## src/design/rzt_pkg.sv

```systemverilog
// rzt_pkg: shared types and constants for the RSSI zone tracker.
// No dependencies.
`default_nettype none
package rzt_pkg;
  localparam int DEVICE_SLOTS = 16;
  localparam logic [2:0] ZONE_UNKNOWN = 3'd4;
  localparam logic [1:0] ZONE_FAR = 2'd3;
  localparam logic [2:0] REG_INTIMATE = 3'd0;
  localparam logic [2:0] REG_CLOSE = 3'd1;
  localparam logic [2:0] REG_NEARBY = 3'd2;
  localparam logic [2:0] REG_WINDOW = 3'd3;
  localparam logic [2:0] REG_HYST = 3'd4;
  localparam logic signed [7:0] BARS4_LEVEL = -8'sd55;
  localparam logic signed [7:0] BARS3_LEVEL = -8'sd70;
  localparam logic signed [7:0] BARS2_LEVEL = -8'sd85;
  localparam int SPREAD_FULL = 30;
  localparam int SPREAD_STABLE = 10;

  // One input item as it crosses the front-to-back queue.
  typedef struct packed {
    logic        kind;
    logic [3:0]  slot;
    logic [7:0]  sample;
    logic [31:0] now;
  } item_t;

  // Confidence for a spread: floor((30 - spread) * 256 / 30), zero from 30 up.
  // 256/30 is taken as 2185/256, exact after flooring for spreads 0..29.
  function automatic logic [8:0] conf_of(input logic [8:0] spread);
    logic [16:0] prod;
    logic [8:0] r;
    prod = 17'd0;
    r = 9'd0;
    if (spread < 9'(SPREAD_FULL)) begin
      prod = 17'(9'(SPREAD_FULL) - spread) * 17'd2185;
      r = prod[16:8];
    end
    return r;
  endfunction
endpackage
`default_nettype wire

```

## src/design/rzt_ram.sv

```systemverilog
// rzt_ram: generic single-port-write, single-read RAM with registered read.
// No dependencies.
`default_nettype none
module rzt_ram #(
  parameter int WIDTH = 8,
  parameter int DEPTH = 320
) (
  input  wire                      clk,
  input  wire                      we,
  input  wire [$clog2(DEPTH)-1:0]  waddr,
  input  wire [WIDTH-1:0]          wdata,
  input  wire [$clog2(DEPTH)-1:0]  raddr,
  output logic [WIDTH-1:0]         rdata
);
  logic [WIDTH-1:0] mem [DEPTH];
  always_ff @(posedge clk) begin
    if (we) mem[waddr] <= wdata;
    rdata <= mem[raddr];
  end
endmodule
`default_nettype wire

```

## src/design/rzt_front.sv

```systemverilog
// rzt_front: accepts input items, drops bad slots, queues the rest.
// Depends on rzt_pkg.
`default_nettype none
module rzt_front (
  input  wire              clk,
  input  wire              rst,
  input  wire              push,
  output logic             full,
  input  wire              kind,
  input  wire [3:0]        device_slot,
  input  wire [7:0]        rssi_sample,
  input  wire [31:0]       time_now,
  output logic             q_valid,
  output rzt_pkg::item_t   q_item,
  input  wire              q_take
);
  // Two-entry queue.
  rzt_pkg::item_t buf0, buf1;
  logic [1:0] fill;
  logic acc, keep;

  assign full = (fill == 2'd2);
  assign acc = push && !full;
  assign keep = acc && (32'(device_slot) < 32'(rzt_pkg::DEVICE_SLOTS));
  assign q_valid = (fill != 2'd0);
  assign q_item = buf0;

  always_ff @(posedge clk) begin
    if (rst) begin
      fill <= 2'd0;
    end else begin
      unique case ({keep, q_take && q_valid})
        2'b10: fill <= fill + 2'd1;
        2'b01: fill <= fill - 2'd1;
        default: fill <= fill;
      endcase
    end
  end

  always_ff @(posedge clk) begin
    if (q_take && q_valid) begin
      buf0 <= buf1;
      if (keep && fill == 2'd1) buf0 <= {kind, device_slot, rssi_sample, time_now};
      if (keep && fill == 2'd2) buf1 <= {kind, device_slot, rssi_sample, time_now};
    end else if (keep) begin
      if (fill == 2'd0) buf0 <= {kind, device_slot, rssi_sample, time_now};
      else buf1 <= {kind, device_slot, rssi_sample, time_now};
    end
  end
endmodule
`default_nettype wire

```

## src/design/rzt_back.sv

```systemverilog
// rzt_back: per-slot history walk, averaging, zoning and hysteresis.
// Depends on rzt_pkg and rzt_ram.
`default_nettype none
module rzt_back #(
  parameter int MAX_WINDOW = 20
) (
  input  wire                clk,
  input  wire                rst,
  input  wire                q_valid,
  input  rzt_pkg::item_t     q_item,
  output logic               q_take,
  input  wire signed [7:0]   thr_intimate,
  input  wire signed [7:0]   thr_close,
  input  wire signed [7:0]   thr_nearby,
  input  wire [4:0]          window_length,
  input  wire [31:0]         hysteresis_time,
  output logic               empty,
  input  wire                pop,
  output logic signed [7:0]  smoothed_rssi,
  output logic [1:0]         zone,
  output logic [2:0]         bar_count,
  output logic [8:0]         confidence,
  output logic               stable,
  output logic               zone_changed,
  output logic [2:0]         prior_zone,
  output logic               moving_closer,
  output logic               security_alert
);
  localparam int SW = (rzt_pkg::DEVICE_SLOTS > 1) ? $clog2(rzt_pkg::DEVICE_SLOTS) : 1;
  localparam int PW = (MAX_WINDOW > 1) ? $clog2(MAX_WINDOW) : 1;
  localparam int CW = $clog2(MAX_WINDOW + 1);
  localparam int DEPTH = rzt_pkg::DEVICE_SLOTS * MAX_WINDOW;
  localparam int AW = (DEPTH > 1) ? $clog2(DEPTH) : 1;
  localparam int SUMW = 8 + CW + 1;

  localparam logic [2:0] ST_IDLE = 3'd0;
  localparam logic [2:0] ST_WALK = 3'd1;
  localparam logic [2:0] ST_DIV  = 3'd2;
  localparam logic [2:0] ST_FIN  = 3'd3;
  localparam logic [2:0] ST_OUT  = 3'd4;

  // Per-slot state in flip-flops.
  logic [CW-1:0] cnt_r [rzt_pkg::DEVICE_SLOTS];
  logic [PW-1:0] head_r [rzt_pkg::DEVICE_SLOTS];
  logic [2:0]    azone_r [rzt_pkg::DEVICE_SLOTS];
  logic [31:0]   ltime_r [rzt_pkg::DEVICE_SLOTS];
  logic          ever_r [rzt_pkg::DEVICE_SLOTS];
  logic [8:0]    hconf_r [rzt_pkg::DEVICE_SLOTS];
  logic          hstab_r [rzt_pkg::DEVICE_SLOTS];

  logic [2:0] state;
  rzt_pkg::item_t it;
  logic [SW-1:0] sl;
  logic [CW-1:0] w, n, k, rdcnt;
  logic [PW-1:0] rpos;
  logic signed [SUMW-1:0] sum;
  logic signed [8:0] mn, mx;
  logic [SUMW-1:0] rem, mag, quo;
  logic [4:0] dstep;
  logic neg;
  logic [CW:0] wtmp;

  // History RAM; the new reading is written in the first walk cycle so the
  // read of the newest entry, issued in the next cycle, already sees it.
  logic ram_we;
  logic [AW-1:0] ram_wa, ram_ra;
  logic [7:0] ram_rd;
  rzt_ram #(.WIDTH(8), .DEPTH(DEPTH)) u_hist (
    .clk(clk), .we(ram_we), .waddr(ram_wa), .wdata(it.sample),
    .raddr(ram_ra), .rdata(ram_rd)
  );
  assign ram_ra = AW'(32'(sl) * MAX_WINDOW + 32'(rpos));
  assign ram_we = (state == ST_WALK) && (k == '0) && !it.kind;
  assign ram_wa = AW'(32'(sl) * MAX_WINDOW + 32'(head_r[sl]));

  assign sl = it.slot[SW-1:0];
  assign q_take = (state == ST_IDLE) && q_valid;
  assign empty = (state != ST_OUT);

  always_comb begin
    wtmp = (CW+1)'(window_length);
    if (wtmp == '0) wtmp = (CW+1)'(1);
    if (wtmp > (CW+1)'(MAX_WINDOW)) wtmp = (CW+1)'(MAX_WINDOW);
  end

  // Final classification of the quotient.
  logic signed [7:0] avg;
  logic [1:0] zn;
  logic [2:0] bars;
  logic [8:0] spread;
  logic [31:0] elapsed;
  logic do_chg;
  assign avg = neg ? -8'(quo) : 8'(quo);
  always_comb begin
    priority if (avg >= thr_intimate) zn = 2'd0;
    else if (avg >= thr_close) zn = 2'd1;
    else if (avg >= thr_nearby) zn = 2'd2;
    else zn = rzt_pkg::ZONE_FAR;
    priority if (avg >= rzt_pkg::BARS4_LEVEL) bars = 3'd4;
    else if (avg >= rzt_pkg::BARS3_LEVEL) bars = 3'd3;
    else if (avg >= rzt_pkg::BARS2_LEVEL) bars = 3'd2;
    else bars = 3'd1;
  end
  assign spread = 9'(mx - mn);
  assign elapsed = it.now - ltime_r[sl];
  assign do_chg = ({1'b0, zn} != azone_r[sl]) &&
                  (!ever_r[sl] || elapsed >= hysteresis_time);

  always_ff @(posedge clk) begin
    if (rst) begin
      state <= ST_IDLE;
      for (int s = 0; s < rzt_pkg::DEVICE_SLOTS; s++) begin
        cnt_r[s] <= '0; head_r[s] <= '0; azone_r[s] <= rzt_pkg::ZONE_UNKNOWN;
        ltime_r[s] <= '0; ever_r[s] <= 1'b0; hconf_r[s] <= '0; hstab_r[s] <= 1'b0;
      end
    end else begin
      unique case (state)
        ST_IDLE: if (q_valid) begin
          it <= q_item;
          state <= ST_WALK;
          k <= '0;
          rdcnt <= '0;
        end
        ST_WALK: begin
          if (k == '0) begin
            // Kick: remove or append, set up the walk.
            if (it.kind) begin
              cnt_r[sl] <= '0; head_r[sl] <= '0; azone_r[sl] <= rzt_pkg::ZONE_UNKNOWN;
              ltime_r[sl] <= '0; ever_r[sl] <= 1'b0; hconf_r[sl] <= '0;
              hstab_r[sl] <= 1'b0;
              state <= ST_IDLE;
            end else begin
              head_r[sl] <= (32'(head_r[sl]) == MAX_WINDOW - 1) ? '0 : head_r[sl] + 1'b1;
              w <= CW'(wtmp);
              if (32'(cnt_r[sl]) + 1 > 32'(wtmp)) n <= CW'(wtmp);
              else n <= cnt_r[sl] + 1'b1;
              if (32'(cnt_r[sl]) + 1 > 32'(wtmp)) cnt_r[sl] <= CW'(wtmp);
              else cnt_r[sl] <= cnt_r[sl] + 1'b1;
              rpos <= head_r[sl];
              sum <= '0; mn <= 9'sd127; mx <= -9'sd128;
              k <= k + 1'b1;
            end
          end else begin
            // One read issued per cycle, newest first; data arrives in the next cycle.
            if (k <= n) begin
              rpos <= (rpos == '0) ? PW'(MAX_WINDOW - 1) : rpos - 1'b1;
              k <= k + 1'b1;
            end
            if (k >= 2 && rdcnt < n) begin
              sum <= sum + SUMW'($signed(ram_rd));
              if ($signed({ram_rd[7], ram_rd}) < mn) mn <= $signed({ram_rd[7], ram_rd});
              if ($signed({ram_rd[7], ram_rd}) > mx) mx <= $signed({ram_rd[7], ram_rd});
              rdcnt <= rdcnt + 1'b1;
              if (rdcnt + 1'b1 == n) begin
                state <= ST_DIV;
                dstep <= 5'(SUMW);
                rem <= '0;
              end
            end
          end
        end
        ST_DIV: begin
          // Restoring division, one quotient bit per cycle.
          if (dstep == 5'(SUMW)) begin
            neg <= sum[SUMW-1];
            mag <= sum[SUMW-1] ? SUMW'(-sum) : SUMW'(sum);
            quo <= '0;
            rem <= '0;
            dstep <= dstep - 1'b1;
          end else begin
            if ({rem[SUMW-2:0], mag[SUMW-1]} >= SUMW'(n)) begin
              rem <= {rem[SUMW-2:0], mag[SUMW-1]} - SUMW'(n);
              quo <= {quo[SUMW-2:0], 1'b1};
            end else begin
              rem <= {rem[SUMW-2:0], mag[SUMW-1]};
              quo <= {quo[SUMW-2:0], 1'b0};
            end
            mag <= {mag[SUMW-2:0], 1'b0};
            if (dstep == '0) state <= ST_FIN;
            else dstep <= dstep - 1'b1;
          end
        end
        ST_FIN: begin
          smoothed_rssi <= avg;
          zone <= zn;
          bar_count <= bars;
          if (n >= w) begin
            hconf_r[sl] <= rzt_pkg::conf_of(spread);
            hstab_r[sl] <= (spread < 9'(rzt_pkg::SPREAD_STABLE));
            confidence <= rzt_pkg::conf_of(spread);
            stable <= (spread < 9'(rzt_pkg::SPREAD_STABLE));
          end else begin
            confidence <= hconf_r[sl];
            stable <= hstab_r[sl];
          end
          zone_changed <= do_chg;
          prior_zone <= do_chg ? azone_r[sl] : rzt_pkg::ZONE_UNKNOWN;
          moving_closer <= do_chg && ({1'b0, zn} < azone_r[sl]);
          security_alert <= do_chg && (azone_r[sl] != rzt_pkg::ZONE_UNKNOWN) &&
                            (zn == rzt_pkg::ZONE_FAR) &&
                            (azone_r[sl] != {1'b0, rzt_pkg::ZONE_FAR});
          if (do_chg) begin
            azone_r[sl] <= {1'b0, zn};
            ltime_r[sl] <= it.now;
            ever_r[sl] <= 1'b1;
          end
          state <= ST_OUT;
        end
        ST_OUT: if (pop) state <= ST_IDLE;
        default: state <= ST_IDLE;
      endcase
    end
  end
endmodule
`default_nettype wire

```

## src/design/rssi_zone_tracker.sv

```systemverilog
// rssi_zone_tracker: top level, configuration registers, front and back.
// Depends on rzt_pkg, rzt_front, rzt_back, rzt_ram.
//
// Usage: input items are pushed with push while full is low; a two-entry
// queue in the front holds them. Feed items (kind 0) give one result each,
// remove items (kind 1) and items with a slot out of range give none.
// Results appear while empty is low and leave on pop; the result register
// holds until popped, while the front keeps taking items into its queue.
// Path from the input transfer to empty going low, window of n readings:
// the front queue register, the take into the back, the history walk (one
// read per reading, newest first), the bit-serial divide and the finish
// step, paced by the single history RAM read port and the divider. One item
// at a time in the back: a reading holds it until popped, a remove does not.
// A stalled receiver holds the back; the front queue then fills and full rises.
// Configuration writes (cfg_valid/cfg_ready, always ready) update the
// thresholds, window length and hysteresis time; write them only when idle.
// Reset (rst, synchronous) clears all slot state and restores the register
// defaults; history RAM contents are undefined until written.
`default_nettype none
module rssi_zone_tracker #(
  parameter int MAX_WINDOW = 20
) (
  input  wire               clk,
  input  wire               rst,
  input  wire               push,
  output logic              full,
  input  wire               kind,
  input  wire [3:0]         device_slot,
  input  wire [7:0]         rssi_sample,
  input  wire [31:0]        time_now,
  output logic              empty,
  input  wire               pop,
  output logic signed [7:0] smoothed_rssi,
  output logic [1:0]        zone,
  output logic [2:0]        bar_count,
  output logic [8:0]        confidence,
  output logic              stable,
  output logic              zone_changed,
  output logic [2:0]        prior_zone,
  output logic              moving_closer,
  output logic              security_alert,
  input  wire               cfg_valid,
  output logic              cfg_ready,
  input  wire [2:0]         cfg_index,
  input  wire [31:0]        cfg_data
);
  logic signed [7:0] thr_i, thr_c, thr_n;
  logic [4:0] win;
  logic [31:0] hyst;

  assign cfg_ready = 1'b1;

  // Configuration registers.
  always_ff @(posedge clk) begin
    if (rst) begin
      thr_i <= -8'sd68; thr_c <= -8'sd79; thr_n <= -8'sd88;
      win <= 5'd5; hyst <= 32'd2000;
    end else if (cfg_valid) begin
      unique case (cfg_index)
        rzt_pkg::REG_INTIMATE: thr_i <= cfg_data[7:0];
        rzt_pkg::REG_CLOSE:    thr_c <= cfg_data[7:0];
        rzt_pkg::REG_NEARBY:   thr_n <= cfg_data[7:0];
        rzt_pkg::REG_WINDOW:   win <= cfg_data[4:0];
        rzt_pkg::REG_HYST:     hyst <= cfg_data;
        default: ;
      endcase
    end
  end

  logic q_valid, q_take;
  rzt_pkg::item_t q_item;

  rzt_front u_front (
    .clk(clk), .rst(rst), .push(push), .full(full), .kind(kind),
    .device_slot(device_slot), .rssi_sample(rssi_sample), .time_now(time_now),
    .q_valid(q_valid), .q_item(q_item), .q_take(q_take)
  );

  rzt_back #(.MAX_WINDOW(MAX_WINDOW)) u_back (
    .clk(clk), .rst(rst), .q_valid(q_valid), .q_item(q_item), .q_take(q_take),
    .thr_intimate(thr_i), .thr_close(thr_c), .thr_nearby(thr_n),
    .window_length(win), .hysteresis_time(hyst),
    .empty(empty), .pop(pop), .smoothed_rssi(smoothed_rssi), .zone(zone),
    .bar_count(bar_count), .confidence(confidence), .stable(stable),
    .zone_changed(zone_changed), .prior_zone(prior_zone),
    .moving_closer(moving_closer), .security_alert(security_alert)
  );
endmodule
`default_nettype wire
```

## config.mk

```make
export PLATFORM = sky130hd
export DESIGN_NAME = rssi_zone_tracker
export DESIGN_NICKNAME = d
export VERILOG_FILES = /design/src/design/rzt_pkg.sv /design/src/design/rzt_ram.sv /design/src/design/rzt_front.sv /design/src/design/rzt_back.sv /design/src/design/rssi_zone_tracker.sv
export SDC_FILE = /design/constraint.sdc
export NUM_CORES = 2
export LEC_CHECK = 0
export ABC_AREA = 1
export BUFFER_PORTS_ARGS = -buffer_cell sky130_fd_sc_hd__buf_2
export CAP_MARGIN = 20
export CORE_MARGIN = 1
export CORE_UTILIZATION = 35
export DETAILED_ROUTE_END_ITERATION = 10
export GPL_ROUTABILITY_DRIVEN = 0
export GPL_TIMING_DRIVEN = 0
export MAX_ROUTING_LAYER = met4
export PLACE_DENSITY = 0.58
export SLEW_MARGIN = 20
export SYNTH_ARGS = -nofsm -noshare
export SYNTH_HDL_FRONTEND = slang
export SYNTH_SLANG_ARGS = --single-unit
```

## constraint.sdc

```tcl
create_clock -name clk -period 6.3 [get_ports clk]
set_input_delay 0.315 -clock clk [delete_from_list [all_inputs] [get_ports clk]]
set_output_delay 0.315 -clock clk [all_outputs]
set_load 0.02 [all_outputs]
```

* Word level (Yosys, flattened, before mapping)
Memories as Yosys holds them, arrays and structs flattened. A register that Yosys moved wholly into a read port is not among the register bits. Cells that the tools add are included.
Operators by class: $add $sub $neg 18, multipliers 2, magnitude comparators 19, eq/ne operators 36, mux-type cells 138, bitwise logic cells 10, reductions and logical operators 62
Operators by type and width (number):
- $mux 45 | 8
- $mux 9 | 14
- $mux 5 | 24
- $mux 14 | 5
- $mux 13 | 5
- $mux 32 | 2
- $mux 4 | 12
- $mux 1 | 47
- $mux 3 | 11
- $ge 32x32->1 | 1
- $gt 32x5->1 | 1
- $reduce_or 32->1 | 1
- $sub 32x32->32 | 1
- $pmux 5 s2 | 3
- $pmux 13 s2 | 1
- $reduce_and 5->1 | 5
- $ge 8x8->1 | 3
- $add 5x1->5 const B | 4
- $logic_not 5->1 | 4
- $reduce_bool 2->1 | 10
- $add 9x5->9 | 2
- $ne 3x3->1 const B | 6
- $mul 17x12->17 const B | 1
- $ge 8x8->1 const B | 2
- other kinds (55) | 112
Word-level totals: bits in registers 318, bits in writable memories 3456, bits of input ports 85, output and inout bits 32, logic and storage cells 333, memories kept 8
Memory list:
- u_back.u_hist.mem | words 320, bits a word 8, rd ports 1, clocked after memory_dff 1, wr ports 1, line rzt_ram.sv:15 | logic [WIDTH-1:0] mem [DEPTH];
- u_back.ltime_r | words 16, bits a word 32, rd ports 1, clocked after memory_dff 1, wr ports 16, line rzt_back.sv:46 | logic [31:0] ltime_r [rzt_pkg::DEVICE_SLOTS];
- u_back.hconf_r | words 16, bits a word 9, rd ports 1, clocked after memory_dff 1, wr ports 16, line rzt_back.sv:48 | logic [8:0] hconf_r [rzt_pkg::DEVICE_SLOTS];
- u_back.cnt_r | words 16, bits a word 5, rd ports 1, clocked after memory_dff 1, wr ports 16, line rzt_back.sv:43 | logic [CW-1:0] cnt_r [rzt_pkg::DEVICE_SLOTS];
- u_back.head_r | words 16, bits a word 5, rd ports 1, clocked after memory_dff 1, wr ports 16, line rzt_back.sv:44 | logic [PW-1:0] head_r [rzt_pkg::DEVICE_SLOTS];
- u_back.azone_r | words 16, bits a word 3, rd ports 1, clocked after memory_dff 1, wr ports 16, line rzt_back.sv:45 | logic [2:0] azone_r [rzt_pkg::DEVICE_SLOTS];
- 2 more memories

* Depth between registers and ports, before layout
depth in word-level cells 15, gate-level depth with buffers 38

* Cells and area by module
A second synthesis with hierarchy kept.
Unflattened totals: cell total of the unflattened synthesis 14596, area total of the unflattened synthesis 164076.1 um^2
By module, submodules not included:
- rzt_ram | times used 1, cells each 8568, area each 103410.4 um^2
- rzt_back | times used 1, cells each 5424, area each 54638.7 um^2
- rzt_front | times used 1, cells each 269, area each 3588.4 um^2
- rssi_zone_tracker | times used 1, cells each 335, area each 2438.6 um^2

* Least setup slack after synthesis
Ideal clock, no wire load.
kind reg2reg, start register with a tool-made name, end memory u_back.azone_r[2][0], enable pin, library setup time 0.394 ns, data arrival time 6.248 ns, data required time 5.906 ns, path slack -0.341 ns, cell stages (with the launch flop) 36, clock period less this slack 6.641 ns, cell sequence dfxtp_1 clkbuf_1 buf_2 buf_1 clkbuf_1 clkbuf_1 clkbuf_1 o221ai_1 nand3_1 nand2_1 ha_1 inv_1 fa_1 nand3_1 nand2_1 a21oi_1 o21ai_0 inv_1 o21ai_0 nand3_1 nand2_1 xor2_1 inv_1 ha_1 nand2_1 nor2_1 nand2_1 nor2_1 nand4_1 nand4_1 nand3_1 buf_2 nand2_1 buf_2 nand2_1 nand2_1
RTL lines (line):
- to (decl) | rzt_back.sv:45

==> impl_metrics.csv <==
group,metric,value,unit
cts,cts_made_buffers,393,
logic_synthesis,synth-seq-area-share,70.6,%
logic_synthesis,syn_nets,14000,
finish,final_cells,20900,
finish,drive_above_1_share,10.5,%
global_route,grt_pass1_wl,810000,um
finish,n_fill_cell,42700,
routing,drt_wl_total,584000,um
floorplan,core_area,456000,sq um
global_route,grt_overflow_total,0,
floorplan,io_pins,117,
cts,cts_tree,"yes",
placement,port_buffers,114,
timing,hold_viol,0,
routing,first_iter_violations,17100,
timing,fin_crit,6.53,ns
cts,clockBufferDepth,4,
global_route,antenna_found_initial,33,
logic_synthesis,synthCells,13700,
pwr,clkPwrFrac,26.2,%
pwr,intPower,52.6,mW
logic_synthesis,synth_top_flop_cell,"edfxtp_1",
timing,skew,0.185,ns
timing,fin_ws,-0.234,ns
pwr,ir_drop,0.547,mV
setup_path,crit_type,"flip-flop to flip-flop",
flow_run,drv_cap,0,
placement,place_area,172000,sq um
routing,drc,3,
placement,hpwl,406000,um
setup_path,crit_required,6.82,ns
cts,htreeDepth,5,
setup_path,critical_path_arrival,7.06,ns
pwr,pwr_density_cell,464,nW/um^2
pwr,swShare,40.2,%
routing,viasPerCell,5.68,
global_route,grt_usage,25.0,%
finish,area_growth,18.3,%
status,outcome,"finished with violations",
cts,cts_sinks,3794,
pwr,finalPower,88.1,mW
logic_synthesis,yosysUniqueCellTypes,50,
setup_path,worst_setup_path_end_kind,"flip-flop",
logic_synthesis,synth.ff_latch_count,3794,
global_route,grt_pass1_vias,111000,
logic_synthesis,synth-edff-count,3716,
logic_synthesis,syn_avg_cell_area,11.7,sq um
logic_synthesis,synthesis.area,160000,sq um
routing,first_pass_iters,11,
routing,wl_per_cell,27.9,um
setup_path,startpoint_type,"flip-flop",
logic_synthesis,async_flop_share,0,%
min_path,hold_class,"input port to flip-flop",
floorplan,row_count,248,
floorplan,die_w,679,um
placement,place_inst,20000,
pwr,power_frac_seq,34.4,%
routing,ant_nets,0,
pwr,pwr-share-comb,39.4,%
global_route,grt_max_degree,37,
routing,routed-via-count,119000,
floorplan,die-area,461000,sq um
pwr,power.net_switching,35.4,mW
finish,stdcell_area,190000,sq um
cts,clk_latency,1.04,ns
cts,cts-root-buf,"clkbuf_16",
floorplan,start_util,35.2,%
timing,period_share,104,%
cts,path_clk_slew,0.07,ns
floorplan,die_y,679,um
timing,max_freq,0.153,GHz
timing,totalNegativeSetupSlack,-30.81,ns
logic_synthesis,yosys_warnings,0,
timing,rsz0062_at_grt,"yes",
pwr,leakagePower,64.2,nW
timing,worstMarginPinSlew,1.44,ns
timing,finalSetupViolCount,497,
status,violations,"DRC, setup timing",
finish,finalNetCount,14900,
timing,slew_violations,0,
setup_path,path_max_fanout,10,
timing,relSlewSlack,4.13,%
cells in the mapped netlist (5+ instances only):
| master | n | area (sq um) |
|---|---|---|
| nand2_1 | 1085 | 4070 |
| o22ai_1 | 606 | 3790 |
| nor2_1 | 3114 | 11700 |
| or2_2 | 26 | 163 |
| clkinv_1 | 12 | 45.0 |
| nand4_1 | 27 | 169 |
| o21a_1 | 7 | 52.6 |
| o31ai_1 | 8 | 60.1 |
| nor3_1 | 36 | 180 |
| ha_1 | 218 | 2730 |
| nand3_2 | 9 | 90.1 |
| buf_2 | 99 | 495 |
| xor2_1 | 60 | 526 |
| mux2_2 | 45 | 507 |
| inv_2 | 14 | 52.6 |
| a22oi_1 | 80 | 601 |
| o32ai_1 | 14 | 123 |
| nand3_1 | 697 | 3490 |
| edfxtp_1 | 3716 | 112000 |
| and2_1 | 5 | 31.3 |
| fa_1 | 13 | 260 |
| inv_1 | 427 | 1600 |
| buf_1 | 60 | 225 |
| o21ai_0 | 1823 | 9120 |
| o21bai_1 | 8 | 60.1 |
| clkbuf_1 | 778 | 2920 |
| a31oi_1 | 10 | 62.6 |
| o211ai_1 | 85 | 638 |
| a211oi_1 | 18 | 135 |
| a21o_1 | 8 | 60.1 |
| o221ai_1 | 156 | 1370 |
| xnor2_1 | 25 | 219 |
| a21oi_1 | 268 | 1340 |
| dfxtp_1 | 78 | 1560 |
| nand3b_1 | 13 | 97.6 |
metrics by stage:
| step | utilization, % | worst slack [ns] | hold slack [ns] |
|---|---|---|---|
| after global placement | 36.9 | -4.95 | 0.405 |
| after detailed placement | 37.7 | -3.99 | 0.405 |
| after CTS | 41.2 | -0.250 | 0.00992 |
| after floorplan | - | 0.166 | 0.400 |
| final | 41.6 | -0.234 | 0.0475 |
| after global routing | 41.6 | -0.267 | 0.0468 |
placed cells by master (no fill, tap or decap), types with 41 or more instances in the layout:
cell	synthesis	layout
o211ai_1	85	85
nand3_1	697	672
buf_1	60	56
buf_16	0	42
o22ai_1	606	606
a21oi_1	268	246
ha_1	218	197
buf_6	0	42
edfxtp_1	3716	3716
clkinv_1	12	99
nor2_2	1	53
clkbuf_1	778	685
nor2_1	3114	3054
clkbuf_16	0	415
o21ai_0	1823	1803
clkinv_2	0	74
nand2_1	1085	1031
dlygate4sd3_1	0	89
mux2_2	45	45
buf_8	0	143
clkbuf_2	0	58
o221ai_1	156	149
diode_2	0	41
a22oi_1	80	80
buf_4	1	79
buf_2	99	183
buf_12	0	74
dfxtp_1	78	74
xor2_1	60	56
inv_1	427	422
critical path, cell delays in order, from the launching register on:
cell      delay, ns
dfxtp_4        0.37
inv_4          0.08
clkbuf_1       0.49
clkbuf_1       0.54
nor2_1         0.11
o221ai_1       0.21
o211ai_1       0.13
nand2_1        0.32
ha_1           0.35
nand3_1        0.10
nand3_1        0.14
xor2_1         0.22
nor2_1         0.96
nand3_1        0.64
buf_1          0.55
nor2_1         0.90
final cells by class:
class,count,area [sq um],area share (%)
Inverter,453,1720,0.909
Multi-Input combinational cell,8512,43500,23.0
Antenna cell,41,103,0.0541
Timing Repair Buffer,503,6140,3.24
Buffer,927,5030,2.65
Clock buffer,486,10400,5.51
Tap cell,6000,7510,3.96
Sequential cell,3794,113000,59.7
Clock inverter,224,2030,1.07
registers in the layout (all words and copies together), names as in the netlist, 9 cells and up, named ones only:
signal	cells
hyst	32
u_back.azone_r	48
u_back.cnt_r	80
u_back.confidence	9
u_back.ever_r	16
u_back.hconf_r	144
u_back.head_r	80
u_back.hstab_r	16
u_back.it	41
u_back.ltime_r	512
u_back.mag	14
u_back.rem	13
u_back.sum	14
u_back.u_hist.mem	2560
u_front.buf1	45
u_front.q_item	45
worst paths after layout:
kind | start | to | slack [ns] | depth (start not counted)
worst max-delay path | flip-flop | u_back.u_hist.mem[199][5] | -0.23 | 15
worst min-delay path | time_now[19] | u_front.buf1[19] | 0.05 | 2
worst max register to register | flip-flop | u_back.u_hist.mem[199][5] | -0.23 | 15
worst min register to register | u_front.q_item[10] | u_back.it[10] | 0.40 | 0
metal layers:
metal / global-route usage (%) / routed length [um]
met5: - / 0
met4: 13.9 / 38900
met3: 4.84 / 63400
met2: 37.2 / 258000
met1: 32.2 / 224000
power by group through the flow:
stage	registers (mW)	logic [mW]	clock network (mW)
floorplan	31.5	16.3	0
global placement	33.2	27.9	0
detailed placement	30.8	30.5	0
CTS	30.3	31.7	23.1
global route	30.3	36.3	24.0
finish	30.3	34.7	23.1
cells by family after synthesis:
family / synth area share [%]
AOI/OAI and AO/OA: 10.9
muxes: 0.341
adders and majority gates: 1.86
and+or+nand+nor: 12.5
other: 0.00234
DFF: 70.6
buffers and inverters: 3.34
xor gates and xnor gates: 0.464
timing repair:
item,in CTS,in global routing
endpoints found under the setup margin,3630,2316
hold buffers,89,0
gates resized for setup,466,360
gates cloned,24,5
buffers inserted,59,45
endpoints found under the hold margin,163,0
pin swaps,14,78
No activity file was read; power rests on OpenSTA's default activity.
